`config.mk`:
```
export PLATFORM = sky130hd
export DESIGN_NAME = event_coalescing_rate_limiter_core
export DESIGN_NICKNAME = d
export VERILOG_FILES = /design/src/sv/ecrl_pkg.sv /design/src/sv/ecrl_front.sv /design/src/sv/ecrl_back.sv /design/src/sv/event_coalescing_rate_limiter_core.sv
export SDC_FILE = /design/constraint.sdc
export NUM_CORES = 2
export LEC_CHECK = 0
export BUFFER_PORTS_ARGS = -buffer_cell sky130_fd_sc_hd__buf_2
export CAP_MARGIN = 20
export CORE_ASPECT_RATIO = 1.25
export CORE_MARGIN = 2
export CORE_UTILIZATION = 55
export CTS_BUF_LIST = sky130_fd_sc_hd__clkbuf_16
export CTS_CLUSTER_DIAMETER = 200
export CTS_CLUSTER_SIZE = 20
export DETAILED_ROUTE_END_ITERATION = 7
export PLACE_DENSITY = 0.84
export SLEW_MARGIN = 20
export SYNTH_ARGS = -nofsm -noshare
export SYNTH_HDL_FRONTEND = slang
export SYNTH_HIERARCHICAL = 1
export SYNTH_SLANG_ARGS = --single-unit
```
`constraint.sdc`:
```
create_clock -name clk -period 18.7 [get_ports clk]
set_input_delay 3.74 -clock clk [delete_from_list [all_inputs] [get_ports clk]]
set_output_delay 3.74 -clock clk [all_outputs]
set_load 0.02 [all_outputs]
```
`src/sv/ecrl_pkg.sv`:
```
// Shared types and constants for the event coalescing rate limiter.
// No dependencies; imported by every module of the block.
package ecrl_pkg;

    // Held event store
    localparam int MAX_PENDING = 16;
    localparam int PTR_W       = (MAX_PENDING > 1) ? $clog2(MAX_PENDING) : 1;
    localparam int CNT_W       = $clog2(MAX_PENDING + 1);

    // Command queue between front and back end
    localparam int QDEPTH  = 2;
    localparam int QPTR_W  = (QDEPTH > 1) ? $clog2(QDEPTH) : 1;
    localparam int QCNT_W  = $clog2(QDEPTH + 1);

    // Field widths
    localparam int TIME_W  = 32;
    localparam int ID_W    = 8;
    localparam int DATA_W  = 32;
    localparam int DELAY_W = 16;
    localparam int STAT_W  = 32;

    localparam logic [DELAY_W-1:0] MIN_INTERVAL_RESET = DELAY_W'(16);

    // Command decoded by the front end
    typedef enum logic [1:0] {
        OP_POST,
        OP_POST_MERGE,
        OP_WAKE
    } ecrl_op_t;

    // Result kind codes
    localparam logic KIND_WAKE_REQ = 1'b0;
    localparam logic KIND_EVENT    = 1'b1;

    // Queued command
    typedef struct packed {
        ecrl_op_t           op;
        logic [TIME_W-1:0]  now_ms;
        logic [ID_W-1:0]    event_id;
        logic [DATA_W-1:0]  payload;
    } ecrl_item_t;

endpackage

```
`src/sv/ecrl_front.sv`:
```
// Front end: takes commands, decodes them and queues them for the back end.
// Depends on ecrl_pkg.
module ecrl_front
    import ecrl_pkg::*;
(
    input  logic                clk,
    input  logic                rst_n,
    input  logic                start,
    input  logic                command,
    input  logic [TIME_W-1:0]   now_ms,
    input  logic [ID_W-1:0]     event_id,
    input  logic [DATA_W-1:0]   payload,
    input  logic                coalesce,
    output logic                busy,
    output logic                item_valid,
    output ecrl_item_t          item,
    input  logic                pop
);

    ecrl_item_t              entry_reg [QDEPTH];
    logic [QPTR_W-1:0]       wr_ptr_reg;
    logic [QPTR_W-1:0]       rd_ptr_reg;
    logic [QCNT_W-1:0]       count_reg;
    ecrl_item_t              new_item;
    logic                    push;
    logic                    do_pop;

    function automatic logic [QPTR_W-1:0] qptr_inc(input logic [QPTR_W-1:0] p);
        if (p == QPTR_W'(QDEPTH - 1))
            return '0;
        return p + QPTR_W'(1);
    endfunction

    // Decode the command
    always_comb
    begin
        new_item.now_ms   = now_ms;
        new_item.event_id = event_id;
        new_item.payload  = payload;
        priority if (command)
            new_item.op = OP_WAKE;
        else if (coalesce)
            new_item.op = OP_POST_MERGE;
        else
            new_item.op = OP_POST;
    end

    assign busy       = (count_reg == QCNT_W'(QDEPTH));
    assign push       = start && !busy;
    assign item_valid = (count_reg != '0);
    assign do_pop     = pop && item_valid;
    assign item       = entry_reg[rd_ptr_reg];

    // Advance queue pointers and fill level
    always_ff @(posedge clk or negedge rst_n)
    begin
        if (!rst_n)
        begin
            wr_ptr_reg <= '0;
            rd_ptr_reg <= '0;
            count_reg  <= '0;
        end
        else
        begin
            if (push)
                wr_ptr_reg <= qptr_inc(wr_ptr_reg);
            if (do_pop)
                rd_ptr_reg <= qptr_inc(rd_ptr_reg);
            if (push && !do_pop)
                count_reg <= count_reg + QCNT_W'(1);
            else if (do_pop && !push)
                count_reg <= count_reg - QCNT_W'(1);
        end
    end

    // Store the transfer
    always_ff @(posedge clk)
    begin
        if (push)
            entry_reg[wr_ptr_reg] <= new_item;
    end

endmodule

```
`src/sv/ecrl_back.sv`:
```
// Back end: held event ring, coalescing search, rate check and delivery.
// Depends on ecrl_pkg.
module ecrl_back
    import ecrl_pkg::*;
(
    input  logic                clk,
    input  logic                rst_n,
    input  logic [DELAY_W-1:0]  min_interval,
    input  logic                item_valid,
    input  ecrl_item_t          item,
    output logic                pop,
    output logic                result_valid,
    output logic                kind,
    output logic [DELAY_W-1:0]  delay_ms,
    output logic [ID_W-1:0]     event_id_res,
    output logic [DATA_W-1:0]   payload_out,
    output logic                last,
    output logic [STAT_W-1:0]   posted_count,
    output logic [STAT_W-1:0]   coalesced_count,
    output logic [STAT_W-1:0]   dropped_count,
    output logic [STAT_W-1:0]   delivered_count
);

    typedef enum logic {
        ST_RUN,
        ST_DRAIN
    } state_t;

    state_t                 state_reg;
    logic [PTR_W-1:0]       head_reg;
    logic [PTR_W-1:0]       tail_reg;
    logic [CNT_W-1:0]       count_reg;
    logic                   armed_reg;
    logic                   delivered_once_reg;
    logic [TIME_W-1:0]      last_time_reg;
    logic [STAT_W-1:0]      posted_reg;
    logic [STAT_W-1:0]      coalesced_reg;
    logic [STAT_W-1:0]      dropped_reg;
    logic [STAT_W-1:0]      delivered_reg;
    logic                   valid_reg;
    logic                   kind_reg;
    logic [DELAY_W-1:0]     delay_reg;
    logic                   last_reg;

    logic [ID_W-1:0]        id_reg [MAX_PENDING];
    logic [DATA_W-1:0]      payload_mem [MAX_PENDING];
    logic [ID_W-1:0]        id_out_reg;
    logic [DATA_W-1:0]      payload_out_reg;

    logic [PTR_W-1:0]       age_idx [MAX_PENDING];
    logic [MAX_PENDING-1:0] age_match;
    logic                   hit;
    logic [PTR_W-1:0]       hit_idx;
    logic                   is_post;
    logic                   merge_hit;
    logic                   full;
    logic [TIME_W-1:0]      elapsed;
    logic                   early;
    logic [DELAY_W-1:0]     delay_calc;
    logic                   mem_we;
    logic [PTR_W-1:0]       mem_waddr;
    logic                   id_we;

    function automatic logic [PTR_W-1:0] ptr_inc(input logic [PTR_W-1:0] p);
        if (p == PTR_W'(MAX_PENDING - 1))
            return '0;
        return p + PTR_W'(1);
    endfunction

    // Map each age (0 = oldest) to its ring slot and compare ids
    always_comb
    begin
        logic [PTR_W:0] sum;
        for (int a = 0; a < MAX_PENDING; a++)
        begin
            sum = {1'b0, head_reg} + (PTR_W + 1)'(a);
            if (sum >= (PTR_W + 1)'(MAX_PENDING))
                sum = sum - (PTR_W + 1)'(MAX_PENDING);
            age_idx[a]   = sum[PTR_W-1:0];
            age_match[a] = (CNT_W'(a) < count_reg) && (id_reg[sum[PTR_W-1:0]] == item.event_id);
        end
    end

    // Pick the oldest matching event
    always_comb
    begin
        hit_idx = '0;
        for (int a = MAX_PENDING - 1; a >= 0; a--)
        begin
            if (age_match[a])
                hit_idx = age_idx[a];
        end
    end

    assign hit = |age_match;

    // Rate check against the last delivery
    assign elapsed    = item.now_ms - last_time_reg;
    assign early      = delivered_once_reg && (elapsed < TIME_W'(min_interval));
    assign delay_calc = early ? (min_interval - elapsed[DELAY_W-1:0]) : '0;

    assign pop       = (state_reg == ST_RUN) && item_valid;
    assign is_post   = (item.op != OP_WAKE);
    assign merge_hit = (item.op == OP_POST_MERGE) && hit;
    assign full      = (count_reg == CNT_W'(MAX_PENDING));
    assign mem_we    = pop && is_post;
    assign id_we     = pop && is_post && !merge_hit;
    assign mem_waddr = merge_hit ? hit_idx : tail_reg;

    // Sequence commands, update the ring and register results
    always_ff @(posedge clk or negedge rst_n)
    begin
        if (!rst_n)
        begin
            state_reg          <= ST_RUN;
            head_reg           <= '0;
            tail_reg           <= '0;
            count_reg          <= '0;
            armed_reg          <= 1'b0;
            delivered_once_reg <= 1'b0;
            last_time_reg      <= '0;
            posted_reg         <= '0;
            coalesced_reg      <= '0;
            dropped_reg        <= '0;
            delivered_reg      <= '0;
            valid_reg          <= 1'b0;
            kind_reg           <= KIND_WAKE_REQ;
            delay_reg          <= '0;
            last_reg           <= 1'b0;
        end
        else
        begin
            valid_reg <= 1'b0;
            unique case (state_reg)
                ST_RUN:
                begin
                    if (pop && is_post)
                    begin
                        posted_reg <= posted_reg + STAT_W'(1);
                        if (merge_hit)
                            coalesced_reg <= coalesced_reg + STAT_W'(1);
                        else
                        begin
                            // append, dropping the oldest when full
                            tail_reg <= ptr_inc(tail_reg);
                            if (full)
                            begin
                                head_reg    <= ptr_inc(head_reg);
                                dropped_reg <= dropped_reg + STAT_W'(1);
                            end
                            else
                                count_reg <= count_reg + CNT_W'(1);
                            if (!armed_reg)
                            begin
                                armed_reg <= 1'b1;
                                valid_reg <= 1'b1;
                                kind_reg  <= KIND_WAKE_REQ;
                                delay_reg <= delay_calc;
                                last_reg  <= 1'b1;
                            end
                        end
                    end
                    else if (pop)
                    begin
                        armed_reg <= 1'b0;
                        if (early)
                        begin
                            // re-arm only while events are held
                            if (count_reg != '0)
                            begin
                                armed_reg <= 1'b1;
                                valid_reg <= 1'b1;
                                kind_reg  <= KIND_WAKE_REQ;
                                delay_reg <= delay_calc;
                                last_reg  <= 1'b1;
                            end
                        end
                        else if (count_reg != '0)
                        begin
                            last_time_reg      <= item.now_ms;
                            delivered_once_reg <= 1'b1;
                            delivered_reg      <= delivered_reg + STAT_W'(count_reg);
                            state_reg          <= ST_DRAIN;
                        end
                    end
                end
                ST_DRAIN:
                begin
                    // deliver one held event per cycle, oldest first
                    valid_reg <= 1'b1;
                    kind_reg  <= KIND_EVENT;
                    delay_reg <= '0;
                    last_reg  <= (count_reg == CNT_W'(1));
                    head_reg  <= ptr_inc(head_reg);
                    count_reg <= count_reg - CNT_W'(1);
                    if (count_reg == CNT_W'(1))
                        state_reg <= ST_RUN;
                end
                default:
                begin
                    state_reg <= ST_RUN;
                end
            endcase
        end
    end

    // Held ids, payload memory and registered delivery read
    always_ff @(posedge clk)
    begin
        if (id_we)
            id_reg[mem_waddr] <= item.event_id;
        if (mem_we)
            payload_mem[mem_waddr] <= item.payload;
        payload_out_reg <= payload_mem[head_reg];
        id_out_reg      <= id_reg[head_reg];
    end

    assign result_valid    = valid_reg;
    assign kind            = kind_reg;
    assign delay_ms        = delay_reg;
    assign last            = last_reg;
    assign event_id_res    = (kind_reg == KIND_EVENT) ? id_out_reg : '0;
    assign payload_out     = (kind_reg == KIND_EVENT) ? payload_out_reg : '0;
    assign posted_count    = posted_reg;
    assign coalesced_count = coalesced_reg;
    assign dropped_count   = dropped_reg;
    assign delivered_count = delivered_reg;

endmodule

```
`src/sv/event_coalescing_rate_limiter_core.sv`:
```
// Event coalescing rate limiter, top level. With an idle back end, a wake request
// passes the command queue entry, then the result register; a delivery of N held
// events gives N strobes on consecutive cycles. The back end takes posts and
// wake-ups in its run state and no new command while it drains a delivery; busy
// rises when the 2-entry command queue fills. Reset (async, low) empties the
// store, clears the counters and the armed flag, and sets min_interval to 16.
module event_coalescing_rate_limiter_core
    import ecrl_pkg::*;
(
    input  logic                clk,
    input  logic                rst_n,
    input  logic                min_interval_we,
    input  logic [DELAY_W-1:0]  min_interval,
    input  logic                start,
    output logic                busy,
    input  logic                command,
    input  logic [TIME_W-1:0]   now_ms,
    input  logic [ID_W-1:0]     event_id,
    input  logic [DATA_W-1:0]   payload,
    input  logic                coalesce,
    output logic                result_valid,
    output logic                kind,
    output logic [DELAY_W-1:0]  delay_ms,
    output logic [ID_W-1:0]     event_id_res,
    output logic [DATA_W-1:0]   payload_out,
    output logic                last,
    output logic [STAT_W-1:0]   posted_count,
    output logic [STAT_W-1:0]   coalesced_count,
    output logic [STAT_W-1:0]   dropped_count,
    output logic [STAT_W-1:0]   delivered_count
);

    logic [DELAY_W-1:0] min_interval_reg;
    logic               item_valid;
    ecrl_item_t         item;
    logic               pop;

    // Hold the configured interval
    always_ff @(posedge clk or negedge rst_n)
    begin
        if (!rst_n)
            min_interval_reg <= MIN_INTERVAL_RESET;
        else if (min_interval_we)
            min_interval_reg <= min_interval;
    end

    ecrl_front u_front (
        .clk        (clk),
        .rst_n      (rst_n),
        .start      (start),
        .command    (command),
        .now_ms     (now_ms),
        .event_id   (event_id),
        .payload    (payload),
        .coalesce   (coalesce),
        .busy       (busy),
        .item_valid (item_valid),
        .item       (item),
        .pop        (pop)
    );

    ecrl_back u_back (
        .clk             (clk),
        .rst_n           (rst_n),
        .min_interval    (min_interval_reg),
        .item_valid      (item_valid),
        .item            (item),
        .pop             (pop),
        .result_valid    (result_valid),
        .kind            (kind),
        .delay_ms        (delay_ms),
        .event_id_res    (event_id_res),
        .payload_out     (payload_out),
        .last            (last),
        .posted_count    (posted_count),
        .coalesced_count (coalesced_count),
        .dropped_count   (dropped_count),
        .delivered_count (delivered_count)
    );

    // A wake request is always the only result of its command
    assert property (@(posedge clk) disable iff (!rst_n)
        (result_valid && (kind == KIND_WAKE_REQ)) |-> last)
        else $error("wake request not marked last");

    // A delivery streams without gaps until its last event
    assert property (@(posedge clk) disable iff (!rst_n)
        (result_valid && (kind == KIND_EVENT) && !last)
        |=> (result_valid && (kind == KIND_EVENT)))
        else $error("gap inside a delivery");

    // A requested delay never exceeds the configured interval
    assert property (@(posedge clk) disable iff (!rst_n)
        (result_valid && (kind == KIND_WAKE_REQ)) |-> (delay_ms <= min_interval_reg))
        else $error("wake delay above min_interval");

endmodule
```
==> reports/results.ini <==
[run_status]
status = complete, no violations

[layout]
antennaDiodeCount = 0
largest_reg_flops = 512
final_cells = 4993
syn2layout_area_growth_pct = 8.411
drive_above_1_share_pct = 26.25
finish.net_count = 3835

[cts]
ctsHoldBuffers = 0
cts_tree = yes
postCtsSetupRepairBufs = 0
clk_transition_reported_paths_ns = 0.09
cts_made_buffers = 58
max-clock-path-buffers = 3
cts_resized = 0
clk-insertion-delay-late_ns = 0.70
cts_root_buffer = sky130_fd_sc_hd__clkbuf_16
clock_sink_count = 1043
clock_tree.htree_level_count = 2

[flow_run]
max_cap_viol = 0

[critical_path]
worst-endpoint-required_ns = 19.01
critical_path.max_fanout = 60
critical_path_class = register to register
crit_path_top_delay_cell = sky130_fd_sc_hd__dfrtp_4
worstSetupEndpointType = register
worstPathArrival_ns = 8.65
critical_path_source_type = register
crit_top_cell = sky130_fd_sc_hd__mux2i_1
crit_path_cell_trace = inv_1 > ha_4 > buf_4 > mux4_2 > mux2i_1 > mux2i_1 > xnor2_1 > nand2_1 > nor4_2 > nor3_1 > nand4b_1 > o311a_1 > mux2_2 > a21oi_4 > nor3b_4 > and2_2
slowest_delay_ns = 0.98

[floorplanning]
design.core.area_sq_um = 95660
die_area_sq_um = 98860
placement_rows = 127
start_util_pct = 55.39
dieWidth_microns = 281.6
io-pin-count = 282
fp.dieH_microns = 351.0

[power_and_ir_drop]
ir_worst_vdd_mv = 0.1591
total_power_mw = 10.83
power_leakage_nw = 21.09
power_density_nw_per_um2 = 188.4

[global_route]
first_global_vias = 32470
grt_start_max_net_pins = 138
wire_length_of_the_first_global_routing_pass_microns = 215600
grt_usage_pct = 29.62
global_route.overflow_total = 0
antenna_found_initial = 3

[sta]
totalNegativeSetupSlack_ns = 0
skew_ns = 0.06060
finalHoldViolations = 0
rsz0062_at_grt = false
tightestPinTransition_ns = 1.200
period_utilisation_layout_pct = 44.59
whs_ns = 0.4690
max_slew_violation_total_from_the_final_report = 0
final_period_minus_worst_setup_slack_ns = 8.338
maxSlewHeadroom_pct = 20.01
max_freq_mhz = 119.9
finalSetupViolCount = 0

[synth]
syn-num-nets = 3634
number_of_standard_cells_after_synthesis = 3453
netlist-cell-type-count = 102
ys_async_sr_fraction_pct = 20.61
synth_area_sq_um = 52990
dominantRegCellSynth = sky130_fd_sc_hd__edfxtp_1
syn-mean-instance-area_sq_um = 15.35
synth_seq_area_share_pct = 56.32
ys_ff_latch = 1043
synth-warning-count = 6
synth_enable_flop_cells = 788

[drt]
drt_drc_violations_left = 0
detail_route.wirelength_microns = 148500
viasPerCell = 6.644
routed-via-count = 33170
postRouteAntennaNets = 0
wire_per_inst_microns = 29.75
drt_first_iter_violations = 4087
drtPass1Iterations = 6

[place]
dp_hpwl_microns = 99510
place.port_buffers = 281
dp_cells = 4876
globalplace.congestion = 0.9889

[min_path]
hold_path.class = register to register

==> logic make-up after synthesis <==
logic type,synth area share (%)
flops,56.32
compound gates,4.404
simple gates,6.777
buf+inv,2.947
mux,22.10
fa+ha+maj,2.097
xor+xnor,5.348
==> final timing paths <==
path / from / end / slack, ns / depth (start not counted)
worst max-delay path: u_back/head_reg[0] / u_back/payload_mem[4][5] / 10.36 / 16
worst min-delay path: u_back/delivered_count[31] / u_back/delivered_count[31] / 0.47 / 1
worst max register to register: u_back/head_reg[0] / u_back/payload_mem[4][5] / 10.36 / 16
worst min register to register: u_back/delivered_count[31] / u_back/delivered_count[31] / 0.47 / 1
max in group asynchronous: rst_n / u_back/delay_ms[10] / 14.63 / 2
min in group asynchronous: rst_n / u_back/coalesced_count[31] / 2.97 / 1
==> worst max-delay path: cells and delay by family, from the launching register on <==
kind,cells,cell delay (ns)
AO/OA/AOI/OAI,2,1.06
AND/OR/NAND/NOR,6,2.55
multiplexers,4,1.43
buffers and inverters,2,0.98
flip-flops,1,0.98
XOR/XNOR,1,0.34
adder cells (fa/ha/maj),1,0.43
==> cells in the final DEF, fill, tap and decap left out, drive strengths merged, types with 112 or more instances in the layout <==
| cell type | n |
|---|---|
| buf | 336 |
| dfrtp | 214 |
| edfxtp | 788 |
| inv | 173 |
| mux2 | 128 |
| mux2i | 171 |
| mux4 | 370 |
| nand2 | 156 |
| nor2 | 112 |
| xnor2 | 237 |
==> layout make-up <==
type | instances | area (sq um)
Timing Repair Buffer | 336 | 1991
Fill cell | 7027 | 38220
Inverter | 126 | 473.0
Tap cell | 1290 | 1614
Clock inverter | 51 | 286.5
Sequential cell | 1043 | 29860
Clock buffer | 58 | 1451
Multi-Input combinational cell | 2089 | 21760
==> metal layers <==
metal	up-vias	share of wire [%]	global-route usage, %
li1	13760	-	-
met1	16930	35	36.92
met2	2060	51	50.24
met3	421	8.5	5.174
met4	4	5.6	14.48
met5	-	0.022	0
==> power breakdown <==
group          total (mW)  internal, mW  switching (mW)
Clock                1.32         0.573           0.748
Sequential           3.30          3.01           0.286
Combinational        6.21          2.67            3.54
Total                10.8          6.25            4.57
==> synth_stat cells, drive strengths merged, types with 75 or more instances <==
library cell    n  share of area [%]
ha             84                2.0
clkbuf         87               0.62
mux4          370                 16
xor2           81                1.4
nand2         156                1.1
nor2          112               0.79
mux2          128                3.1
dfrtp         214                 10
o21ai          84               0.79
xnor2         237                4.0
buf           108                1.4
inv           125               0.89
nand3          75               0.72
mux2i         171                3.2
edfxtp        788                 45
==> through the flow <==
stage	utilization (%)	area, sq um	setup WS, ns
floorplan	-	52990	11.28
global placement	58.01	55490	10.63
detailed placement	58.01	55490	10.45
CTS	59.83	57230	10.45
global route	60.05	57440	9.884
finish	60.05	57440	10.36
Power figures use the tool's default switching activity.
